### config.mk
export PLATFORM = sky130hd
export DESIGN_NAME = pss_ctrl
export DESIGN_NICKNAME = d
export VERILOG_FILES = /design/src/hw/rtl/pss_pkg.sv /design/src/hw/rtl/pss_ctrl.sv
export SDC_FILE = /design/constraint.sdc
export NUM_CORES = 1
export LEC_CHECK = 0
export BUFFER_PORTS_ARGS = -buffer_cell sky130_fd_sc_hd__clkbuf_2
export CAP_MARGIN = 40
export CORE_AREA = 2 2 39 41
export CTS_BUF_LIST = sky130_fd_sc_hd__clkbuf_4 sky130_fd_sc_hd__clkbuf_8
export DETAILED_ROUTE_END_ITERATION = 8
export DIE_AREA = 0 0 41 43
export PLACE_DENSITY = 0.53
export SYNTH_ARGS = -nofsm -noshare
export SYNTH_HDL_FRONTEND = slang
export SYNTH_SLANG_ARGS = --single-unit
### constraint.sdc
create_clock -name clk_i -period 2.1 [get_ports clk_i]
set_input_delay 0.525 -clock clk_i [delete_from_list [all_inputs] [get_ports clk_i]]
set_output_delay 0.525 -clock clk_i [all_outputs]
set_load 0.02 [all_outputs]
### src/hw/rtl/pss_pkg.sv
// Package for the particle swarm step unit: sizes, item kinds, register indexes.
// No dependencies.
`timescale 1ns / 1ps
package pss_pkg;
  localparam int Particles  = 32;
  localparam int Dimensions = 16;
  localparam int PW = $clog2(Particles);
  localparam int DW = $clog2(Dimensions);
  localparam int AW = PW + DW;
  localparam logic [33:0] FitMax = 34'h3FFFFFFFF;

  localparam logic [1:0] KindLoad   = 2'd0;
  localparam logic [1:0] KindUpdate = 2'd1;
  localparam logic [1:0] KindEnd    = 2'd2;

  localparam logic [2:0] RegPosLimit = 3'd0;
  localparam logic [2:0] RegVelLimit = 3'd1;
  localparam logic [2:0] RegPGain    = 3'd2;
  localparam logic [2:0] RegSGain    = 3'd3;
  localparam logic [2:0] RegDims     = 3'd4;

  typedef struct packed {
    logic [1:0]         kind;
    logic [4:0]         particle;
    logic [3:0]         dimension;
    logic signed [23:0] init_position;
    logic signed [23:0] init_velocity;
    logic [15:0]        rand_personal;
    logic [15:0]        rand_global;
    logic [16:0]        inertia;
  } in_item_t;

  typedef struct packed {
    logic signed [23:0] new_position;
    logic signed [23:0] new_velocity;
    logic [33:0]        particle_fitness;
    logic               fitness_done;
    logic [33:0]        best_fitness;
    logic [4:0]         best_particle;
  } out_item_t;

  // controller -> datapath
  typedef struct packed {
    logic capture;   // latch the input item
    logic read;      // issue store reads
    logic mul1;      // first multiply stage
    logic mul2;      // second multiply stage
    logic finish;    // clamp, write back, fitness
    logic copy;      // one step of a copy walk
    logic commit;    // end item bookkeeping
  } pss_cmd_t;

  // datapath -> controller
  typedef struct packed {
    logic pb_copy;   // personal best copy needed
    logic gb_copy;   // global best copy needed
    logic copy_last; // copy walk at last dimension
    logic is_update;
    logic is_end;
  } pss_stat_t;
endpackage

### src/hw/rtl/pss_ctrl.sv
// Sequencer for the particle swarm step unit.
// Depends on pss_pkg.
`timescale 1ns / 1ps
module pss_ctrl import pss_pkg::*; (
  input  logic      clk_i,
  input  logic      rst_ni,
  input  logic      in_valid_i,
  output logic      in_ready_o,
  output logic      out_valid_o,
  input  logic      out_ready_i,
  input  pss_stat_t stat_i,
  output pss_cmd_t  cmd_o
);
  typedef enum logic [2:0] {
    StIdle, StRead, StMul1, StMul2, StFinish, StCopy, StCommit
  } state_e;

  state_e state_q;
  logic   out_valid_q;

  // Accept a new item once the output slot is empty or drains this cycle.
  assign in_ready_o  = (state_q == StIdle) && (!out_valid_q || out_ready_i);
  assign out_valid_o = out_valid_q;

  always_comb begin
    cmd_o         = '0;
    cmd_o.capture = in_valid_i && in_ready_o;
    cmd_o.read    = state_q == StRead;
    cmd_o.mul1    = state_q == StMul1;
    cmd_o.mul2    = state_q == StMul2;
    cmd_o.finish  = state_q == StFinish;
    cmd_o.copy    = state_q == StCopy;
    cmd_o.commit  = state_q == StCommit;
  end

  always_ff @(posedge clk_i or negedge rst_ni) begin
    if (!rst_ni) begin
      state_q     <= StIdle;
      out_valid_q <= 1'b0;
    end else begin
      if (out_valid_q && out_ready_i) out_valid_q <= 1'b0;
      case (state_q)
        StIdle: if (cmd_o.capture) state_q <= StRead;
        StRead: begin
          if (stat_i.is_end) state_q <= StCommit;
          else if (stat_i.is_update) state_q <= StMul1;
          else state_q <= StFinish;
        end
        StMul1: state_q <= StMul2;
        StMul2: state_q <= StFinish;
        StFinish: begin
          if (stat_i.pb_copy) state_q <= StCopy;
          else begin
            state_q     <= StIdle;
            out_valid_q <= 1'b1;
          end
        end
        StCommit: begin
          if (stat_i.gb_copy) state_q <= StCopy;
          else begin
            state_q     <= StIdle;
            out_valid_q <= 1'b1;
          end
        end
        StCopy: begin
          if (stat_i.copy_last) begin
            state_q     <= StIdle;
            out_valid_q <= 1'b1;
          end
        end
        default: state_q <= StIdle;
      endcase
    end
  end
endmodule

==> flow_summary_export.csv, run 1 <==
group,metric,value,unit
outcome,status,"finished clean",
floorplanning,core-area,0.00138,mm^2
timing,tightest_slew,0.321,ns
detailed_routing,drt-initial-drc-count,0,
floorplanning,die_w,41,um
final_layout,final_common_cell,"clkbuf_2",
timing,drv_slew,0,
final_layout,drive_gt1_share,53.1,%
logic_synthesis,yosys.area_share.adder,0,%
global_routing,grt.total_usage,8.32,%
worst_setup_path,ff2ff_path_depth,3,
final_layout,diodes,0,
logic_synthesis,synth-simple-area-share,35.3,%
final_layout,multiInputGateArea,164,um^2
worst_setup_path,critPathArrivalTime,1.31,ns
clock_network,cts_tree,"yes",
clock_network,cts_resized,0,
logic_synthesis,synth.avg_cell_area,9.42,um^2
clock_network,clk_pin_slew,0.04,ns
detailed_routing,dr.pass1.iters,1,
final_layout,finalNetCount,60,
power_and_ir_drop,clkPwrFrac,15.8,%
timing,finalHoldViolCount,0,
clock_network,insertion_delay,0.23,ns
logic_synthesis,synth_nets,41,
global_routing,antenna_found_initial,0,
worst_setup_path,crit_required,1.57,ns
min_path,hold_path_class,"input pin to async pin",
detailed_routing,ant_nets,0,
floorplanning,dieArea,0.00176,mm^2
job,maxCapViolCount,0,
floorplanning,num_rows,14,
worst_setup_path,r2r-end,"state_q[0]$_DFFE_PN0P_",
power_and_ir_drop,power.share.combinational,52.7,%
final_layout,area_growth,31.1,%
timing,maxClockFrequency,546,MHz
clock_network,cts_made_buffers,3,
worst_setup_path,critPathLaunchType,"register",
timing,clock_skew,0.000455,ns
timing,period_needed,1.83,ns
detailed_routing,drc,0,
worst_setup_path,crit_type,"register to output pin",
placed_design,port_buffers,17,
logic_synthesis,synth_top_family_by_area,"simple AND/OR/NAND/NOR gates",
detailed_routing,routedWlPerCell,9.40,um
final_layout,instances_no_fill,65,
global_routing,grt-ovfl-total,0,
clock_network,cts-htree-levels,1,
final_layout,nFillCells,161,
worst_setup_path,endpoint_kind,"output pin",
power_and_ir_drop,power_density,1490,mW/mm^2
power_and_ir_drop,seqPwrFrac,31.4,%
final_layout,seqCellArea,100,um^2
logic_synthesis,synth-seq-cells,4,
clock_network,cts_hold_buf,0,
global_routing,grt_max_degree,11,
timing,setup_viol_count_final,0,
detailed_routing,vias,283,
timing,slew_headroom,78.6,%
placed_design,gp_congestion,0.586,
detailed_routing,viasPerCell,4.35,
logic_synthesis,synth_area_leaders,"dfrtp_1, buf_6, nor2_1",
worst_setup_path,worstPathMaxFanout,10,
logic_synthesis,yosys_warnings,0,
global_routing,first_global_vias,268,
floorplanning,start_util,21.8,%
power_and_ir_drop,p_sw,275,uW
power_and_ir_drop,switching_share,46.9,%
power_and_ir_drop,vdd_drop_max,258,uV
clock_network,cts.sinks,4,
floorplanning,die_y,43,um
worst_setup_path,r2r_setup_slack,0.94,ns
logic_synthesis,synth_top_cell_by_area,"dfrtp_1",
timing,whs,0.0919,ns
logic_synthesis,syn_area,302,um^2
placed_design,dp.cells,62,
logic_synthesis,synth_seq_area_share,33.2,%
final_layout,layout_common_cells,"clkbuf_2, nor2_1, dfrtp_1",
worst_setup_path,r2r_start,"state_q[1]$_DFFE_PN0P_",
logic_synthesis,synth_compound_area_share,15.8,%
clock_network,clockBufferDepth,2,
power_and_ir_drop,power_leakage,0.000213,uW
clock_network,post_cts_buffers,0,
clock_network,cts-root-buf,"clkbuf_4",
logic_synthesis,synth.mux.area_fraction,3.32,%
timing,rsz0062_at_grt,"no",
global_routing,grt_pass1_wl,986,um
timing,tns,0,ns
logic_synthesis,yosysUniqueCellTypes,22,
timing,period_share,87.2,%
detailed_routing,wirelength,611,um
logic_synthesis,synth_xor_area_share,0,%
power_and_ir_drop,p_int,312,uW
placed_design,place_hpwl,500,um
logic_synthesis,syn_inst,32,
logic_synthesis,synth_top_area_share,33.2,%
floorplanning,ioPinCount,18,
==> area by class of cell <==
class,count,area share [%]
inverter,1,0.949
timing repair buffer,17,21.5
tap,16,5.06
multi-input combinational,24,41.5
clock buffer,3,5.70
sequential,4,25.3
==> per-layer routing <==
layer | up-vias | GRT usage, % | part of all wire, %
met2 | 6 | 14.1 | 56
met3 | 0 | 1.57 | 5.7
met5 | - | 0 | 0
met1 | 133 | 8.31 | 38
met4 | 0 | 6.00 | 0
li1 | 144 | - | -
==> Yosys cell counts <==
library cell / n
mux2i_1: 1
nor2_1: 4
dfrtp_1: 4
and3b_1: 1
a22oi_1: 1
nand2_1: 2
nor3_1: 1
nor4b_1: 1
a21o_1: 1
nand2_2: 1
and2b_2: 1
buf_6: 3
nor4_1: 1
o21ai_2: 1
nand2b_4: 1
nor3b_1: 1
o31ai_1: 1
or2_2: 1
a21oi_1: 1
inv_1: 1
nand2b_1: 2
o32a_2: 1
==> through the flow <==
step           total power (uW)  util [%]  setup slack, ns  instance area, um^2
2_1_floorplan               455         -            0.185                  302
6_report                    587      28.6            0.269                  395
5_1_grt                     638      28.6            0.144                  395
3_3_place_gp                505      26.9            0.390                  373
3_5_place_dp                502      26.9            0.400                  373
4_1_cts                     601      28.6            0.229                  395
==> power groups by stage <==
stage	registers (uW)	logic [uW]	clock network [uW]
final	185	310	93.1
after detailed placement	188	314	0
after CTS	186	316	98.1
after floorplan	141	314	0
after global routing	199	339	100
after global placement	189	316	0
==> critical path, cell delays in order (launching register included) <==
cell	delay, ns
dfrtp_1	0.52
inv_1	0.12
nor3_1	0.22
clkbuf_2	0.22
==> worst max-delay path by stage <==
stage	from	end	slack (ns)	depth (start not counted)
finish	state_q[1]$_DFFE_PN0P_	cmd_o[4]	0.27	3
global route	state_q[1]$_DFFE_PN0P_	cmd_o[4]	0.14	3
CTS	state_q[1]$_DFFE_PN0P_	cmd_o[4]	0.23	3
detailed placement	out_ready_i	in_ready_o	0.40	4
global placement	out_ready_i	in_ready_o	0.39	4
floorplan	out_ready_i	in_ready_o	0.19	2
==> state kept, by name (all words and copies together) (netlist names) <==
signal       flops
out_valid_o      1
state_q          3
==> cell families after synthesis <==
kind of cell | Yosys count
and+or+nand+nor | 17
buffers and inverters | 4
DFF | 4
AOI/OAI and AO/OA | 6
muxes | 1
Note: power is estimated with default switching activity, not from simulation.
==> run 2, diff against run 1 <==
--- a/config.mk
+++ b/config.mk
@@ -7,11 +7,14 @@
 export LEC_CHECK = 0
 export BUFFER_PORTS_ARGS = -buffer_cell sky130_fd_sc_hd__clkbuf_2
 export CAP_MARGIN = 40
+export CELL_PAD_IN_SITES_DETAIL_PLACEMENT = 0
+export CELL_PAD_IN_SITES_GLOBAL_PLACEMENT = 1
 export CORE_AREA = 2 2 39 41
 export CTS_BUF_LIST = sky130_fd_sc_hd__clkbuf_4 sky130_fd_sc_hd__clkbuf_8
 export DETAILED_ROUTE_END_ITERATION = 8
 export DIE_AREA = 0 0 41 43
-export PLACE_DENSITY = 0.53
+export GPL_ROUTABILITY_DRIVEN = 0
+export PLACE_DENSITY = 0.68
 export SYNTH_ARGS = -nofsm -noshare
 export SYNTH_HDL_FRONTEND = slang
 export SYNTH_SLANG_ARGS = --single-unit
==> run 2 against run 1 <==
  * Global-route usage about the same
  * Die area unchanged
  * Worst setup slack got worse by 0.021 ns
  * Clock power decreased by 0.8%
  * Non-clock buffer count unchanged
  * Sequential power about the same
  * Wire length increased by 8.2%
  * Combinational power about the same
  * Register-to-register slack got worse by 0.03 ns
  * Fmax decreased by 1.1%
==> flow_summary_export.csv, run 2 (synthesis results as in run 1) <==
group,metric,value,unit
detailed_routing,dr.pass1.iters,2,
detailed_routing,routedWlPerCell,10.2,um
timing,period_share,88.2,%
worst_setup_path,r2r_setup_slack,0.91,ns
worst_setup_path,critPathLaunchType,"register",
global_routing,grt_pass1_wl,938,um
worst_setup_path,endpoint_kind,"output pin",
global_routing,antenna_found_initial,0,
worst_setup_path,critPathSlowestCell,"dfrtp_1",
clock_network,insertion_delay,0.23,ns
floorplanning,ioPinCount,18,
detailed_routing,vias,279,
min_path,hold_path_class,"input pin to async pin",
timing,period_needed,1.85,ns
worst_setup_path,cp_top_family,"flip-flops",
final_layout,drive_gt1_share,53.1,%
placed_design,post_dp_cell_area,373,um^2
final_layout,area_growth,31.1,%
worst_setup_path,r2r_start,"state_q[1]$_DFFE_PN0P_",
global_routing,grt_max_degree,11,
final_layout,max_flop_register,"state_q",
floorplanning,num_rows,14,
final_layout,seqCellArea,100,um^2
timing,slew_headroom,77.4,%
final_layout,final_common_cell,"clkbuf_2",
job,maxCapViolCount,0,
worst_setup_path,ff2ff_path_depth,3,
worst_setup_path,critPathArrivalTime,1.33,ns
power_and_ir_drop,vdd_drop_max,288,uV
final_layout,nFillCells,160,
placed_design,place_hpwl,518,um
power_and_ir_drop,power_leakage,0.000213,uW
placed_design,port_buffers,17,
clock_network,clk_pin_slew,0.04,ns
global_routing,first_global_vias,247,
final_layout,largest_reg_flops,3,
clock_network,cts_resized,0,
worst_setup_path,r2r-end,"state_q[0]$_DFFE_PN0P_",
detailed_routing,viasPerCell,4.29,
timing,drv_slew,0,
clock_network,cts-root-buf,"clkbuf_4",
timing,rsz0062_at_grt,"no",
outcome,status,"finished clean",
worst_setup_path,worstPathMaxFanout,10,
timing,clock_skew,0.00493,ns
detailed_routing,drc,0,
detailed_routing,wirelength,661,um
worst_setup_path,critical_path.cell_chain,"inv_1 > nor3_1 > clkbuf_2",
worst_setup_path,crit_path_max_incr_delay,0.53,ns
timing,maxClockFrequency,540,MHz
global_routing,grt.total_usage,8.33,%
worst_setup_path,critPathBufInv,2,
final_layout,diodes,0,
clock_network,cts.sinks,4,
detailed_routing,drt-initial-drc-count,2,
clock_network,cts_made_buffers,3,
final_layout,multiInputGateArea,164,um^2
clock_network,post_cts_buffers,0,
detailed_routing,ant_nets,0,
timing,tightest_slew,0.340,ns
global_routing,grt-ovfl-total,0,
final_layout,layout_common_cells,"clkbuf_2, nor2_1, dfrtp_1",
timing,finalHoldViolCount,0,
floorplanning,core-area,0.00138,mm^2
timing,tns,0,ns
floorplanning,die_w,41,um
power_and_ir_drop,power_density,1500,mW/mm^2
final_layout,utilization,28.6,%
floorplanning,start_util,21.8,%
clock_network,cts_hold_buf,0,
floorplanning,die_y,43,um
clock_network,cts-htree-levels,1,
worst_setup_path,crit_required,1.57,ns
floorplanning,dieArea,0.00176,mm^2
clock_network,cts_tree,"yes",
clock_network,clockBufferDepth,2,
worst_setup_path,crit_type,"register to output pin",
final_layout,final_area,395,um^2
timing,setup_viol_count_final,0,
final_layout,finalNetCount,60,
==> run 2: how the worst max path moves through the flow <==
stage                           start         end  cells after the start
2_1_floorplan             out_ready_i  in_ready_o                      2
3_3_place_gp              out_ready_i  in_ready_o                      4
3_5_place_dp              out_ready_i    cmd_o[6]                      5
4_1_cts        state_q[1]$_DFFE_PN0P_    cmd_o[4]                      3
5_1_grt        state_q[1]$_DFFE_PN0P_    cmd_o[4]                      3
6_report       state_q[1]$_DFFE_PN0P_    cmd_o[4]                      3
==> run 2: where the power goes <==
group	leakage [uW]	switching, uW	internal [uW]
clock	0.0000138	28.7	63.7
combinational	0.000148	177	136
sequential	0.0000509	73.5	113
==> run 2: routing by layer <==
metal | GRT usage, % | up-vias | wire (um)
li1 | - | 144 | -
met1 | 9.97 | 126 | 297
met2 | 11.6 | 9 | 329
met3 | 1.57 | 0 | 34
met4 | 8.00 | 0 | 0
met5 | 0 | - | 0
==> run 2: final cells by class <==
class | count | area share (%)
clock buffers | 3 | 5.70
flip-flops and latches | 4 | 25.3
well taps | 16 | 5.06
inverters | 1 | 0.949
repair buffers | 17 | 21.5
multi-input cells | 24 | 41.5
==> run 2: through the flow <==
stage,setup slack [ns],hold WS [ns],std cells,power [uW]
finish,0.248,0.0901,65,591
global route,0.0913,0.0847,65,649
CTS,0.192,0.0840,65,605
detailed placement,0.381,0.335,62,507
global placement,0.387,0.332,62,506
floorplan,0.185,0.229,32,455
==> run 2: worst register-to-register path: cells and delay by family, from the launching register on <==
kind / cells / cell delay, ns
flops: 1 / 0.53
mux: 1 / 0.27
compound gates: 2 / 0.25
==> run 3, diff against run 2 <==
--- a/config.mk
+++ b/config.mk
@@ -14,7 +14,7 @@
 export DETAILED_ROUTE_END_ITERATION = 8
 export DIE_AREA = 0 0 41 43
 export GPL_ROUTABILITY_DRIVEN = 0
-export PLACE_DENSITY = 0.68
+export PLACE_DENSITY_LB_ADDON = 0.1
 export SYNTH_ARGS = -nofsm -noshare
 export SYNTH_HDL_FRONTEND = slang
 export SYNTH_SLANG_ARGS = --single-unit
==> run 3 against run 2 <==
  * Clock skew down 0.0037 ns
  * Wire length unchanged
  * Clock power decreased by 1%
  * Combinational power about the same
  * Critical path depth is the same
  * Fmax up 1.4%
  * Worst hold slack improved by 0.0036 ns
  * Critical path type unchanged
  * Non-clock buffer count did not move
==> flow_summary_export.csv, run 3 (synthesis results as in run 1) <==
group,metric,value,unit
final_layout,utilization,28.6,%
worst_setup_path,endpoint_kind,"output pin",
final_layout,multiInputGateArea,164,um^2
timing,tns,0,ns
worst_setup_path,r2r_setup_slack,0.91,ns
final_layout,seqCellArea,100,um^2
job,maxCapViolCount,0,
power_and_ir_drop,vdd_drop_max,301,uV
timing,period_needed,1.83,ns
timing,clock_skew,0.00120,ns
final_layout,area_growth,31.1,%
clock_network,cts-htree-levels,1,
floorplanning,core-area,0.00138,mm^2
final_layout,max_flop_register,"state_q",
timing,tightest_slew,0.331,ns
power_and_ir_drop,power_leakage,0.000213,uW
floorplanning,num_rows,14,
worst_setup_path,crit_path_max_incr_delay,0.52,ns
floorplanning,die_y,43,um
power_and_ir_drop,power,590,uW
floorplanning,start_util,21.8,%
placed_design,post-place-ws,0.322,ns
final_layout,finalNetCount,60,
detailed_routing,vias,285,
detailed_routing,wirelength,661,um
worst_setup_path,critical_path.cell_chain,"inv_1 > nor3_1 > clkbuf_2",
clock_network,cts_made_buffers,3,
placed_design,place_hpwl,556,um
detailed_routing,viasPerCell,4.38,
timing,slew_headroom,78.0,%
detailed_routing,routedWlPerCell,10.2,um
timing,maxClockFrequency,547,MHz
global_routing,grt.total_usage,8.94,%
final_layout,largest_reg_flops,3,
timing,rsz0062_at_grt,"no",
final_layout,nFillCells,162,
final_layout,drive_gt1_share,53.1,%
detailed_routing,drt-initial-drc-count,1,
timing,finalHoldViolCount,0,
clock_network,post_cts_buffers,0,
clock_network,clk_pin_slew,0.04,ns
global_routing,grt_max_degree,11,
clock_network,cts.sinks,4,
outcome,status,"finished clean",
final_layout,diodes,0,
timing,drv_slew,0,
worst_setup_path,critPathLaunchType,"register",
global_routing,grt_pass1_wl,1.07,mm
clock_network,cts-root-buf,"clkbuf_4",
timing,period_share,87.0,%
power_and_ir_drop,power_density,1490,mW/mm^2
detailed_routing,drc,0,
global_routing,first_global_vias,275,
final_layout,final_common_cell,"clkbuf_2",
clock_network,insertion_delay,0.23,ns
timing,setup_viol_count_final,0,
worst_setup_path,critPathArrivalTime,1.30,ns
detailed_routing,dr.pass1.iters,3,
worst_setup_path,critPathSlowestCell,"dfrtp_1",
clock_network,cts_tree,"yes",
placed_design,port_buffers,17,
worst_setup_path,ff2ff_path_depth,3,
timing,whs,0.0937,ns
final_layout,layout_common_cells,"clkbuf_2, nor2_1, dfrtp_1",
floorplanning,die_w,41,um
global_routing,antenna_found_initial,0,
floorplanning,ioPinCount,18,
clock_network,cts_resized,0,
clock_network,cts_hold_buf,0,
clock_network,clockBufferDepth,2,
timing,setup_slack,0.273,ns
worst_setup_path,worstPathMaxFanout,10,
floorplanning,dieArea,0.00176,mm^2
worst_setup_path,crit_required,1.57,ns
detailed_routing,ant_nets,0,
min_path,hold_path_class,"input pin to async pin",
global_routing,grt-ovfl-total,0,
worst_setup_path,crit_type,"register to output pin",
[run 3: final timing paths]
kind,from,end
worst max-delay path,state_q[1]$_DFFE_PN0P_,cmd_o[4]
worst min-delay path,rst_ni,state_q[2]$_DFFE_PN0P_
worst max register to register,state_q[1]$_DFFE_PN0P_,state_q[0]$_DFFE_PN0P_
worst min register to register,out_valid_o$_DFF_PN0_,out_valid_o$_DFF_PN0_
max in group asynchronous,rst_ni,out_valid_o$_DFF_PN0_
min in group clk_i,out_valid_o$_DFF_PN0_,out_valid_o$_DFF_PN0_
[run 3: worst max-delay path, delay by kind of cell, from the launching register on]
kind	cells	cell delay, ns
flops	1	0.52
simple gates	1	0.22
buf+inv	2	0.34
[run 3: cell type report]
class | count | share of cell area, %
multi-input cells | 24 | 41.5
flip-flops and latches | 4 | 25.3
repair buffers | 17 | 21.5
clock buffers | 3 | 5.70
well taps | 16 | 5.06
inverters | 1 | 0.949
[run 3: report_power, final]
group,internal [uW],switching (uW)
sequential,113,73.4
combinational,136,177
clock,63.7,27.7
total,312,278
[run 3: per-stage QoR]
stage	instances	instance area [um^2]
global placement	62	373
detailed placement	62	373
floorplan	32	302
CTS	65	395
finish	65	395
global route	65	395
[run 3: layer usage]
metal	GRT usage [%]	vias up	share of wire (%)
met4	6.00	0	0
met3	1.57	0	6.2
met1	11.3	128	42
li1	-	146	-
met2	13.1	11	52
met5	0	-	0
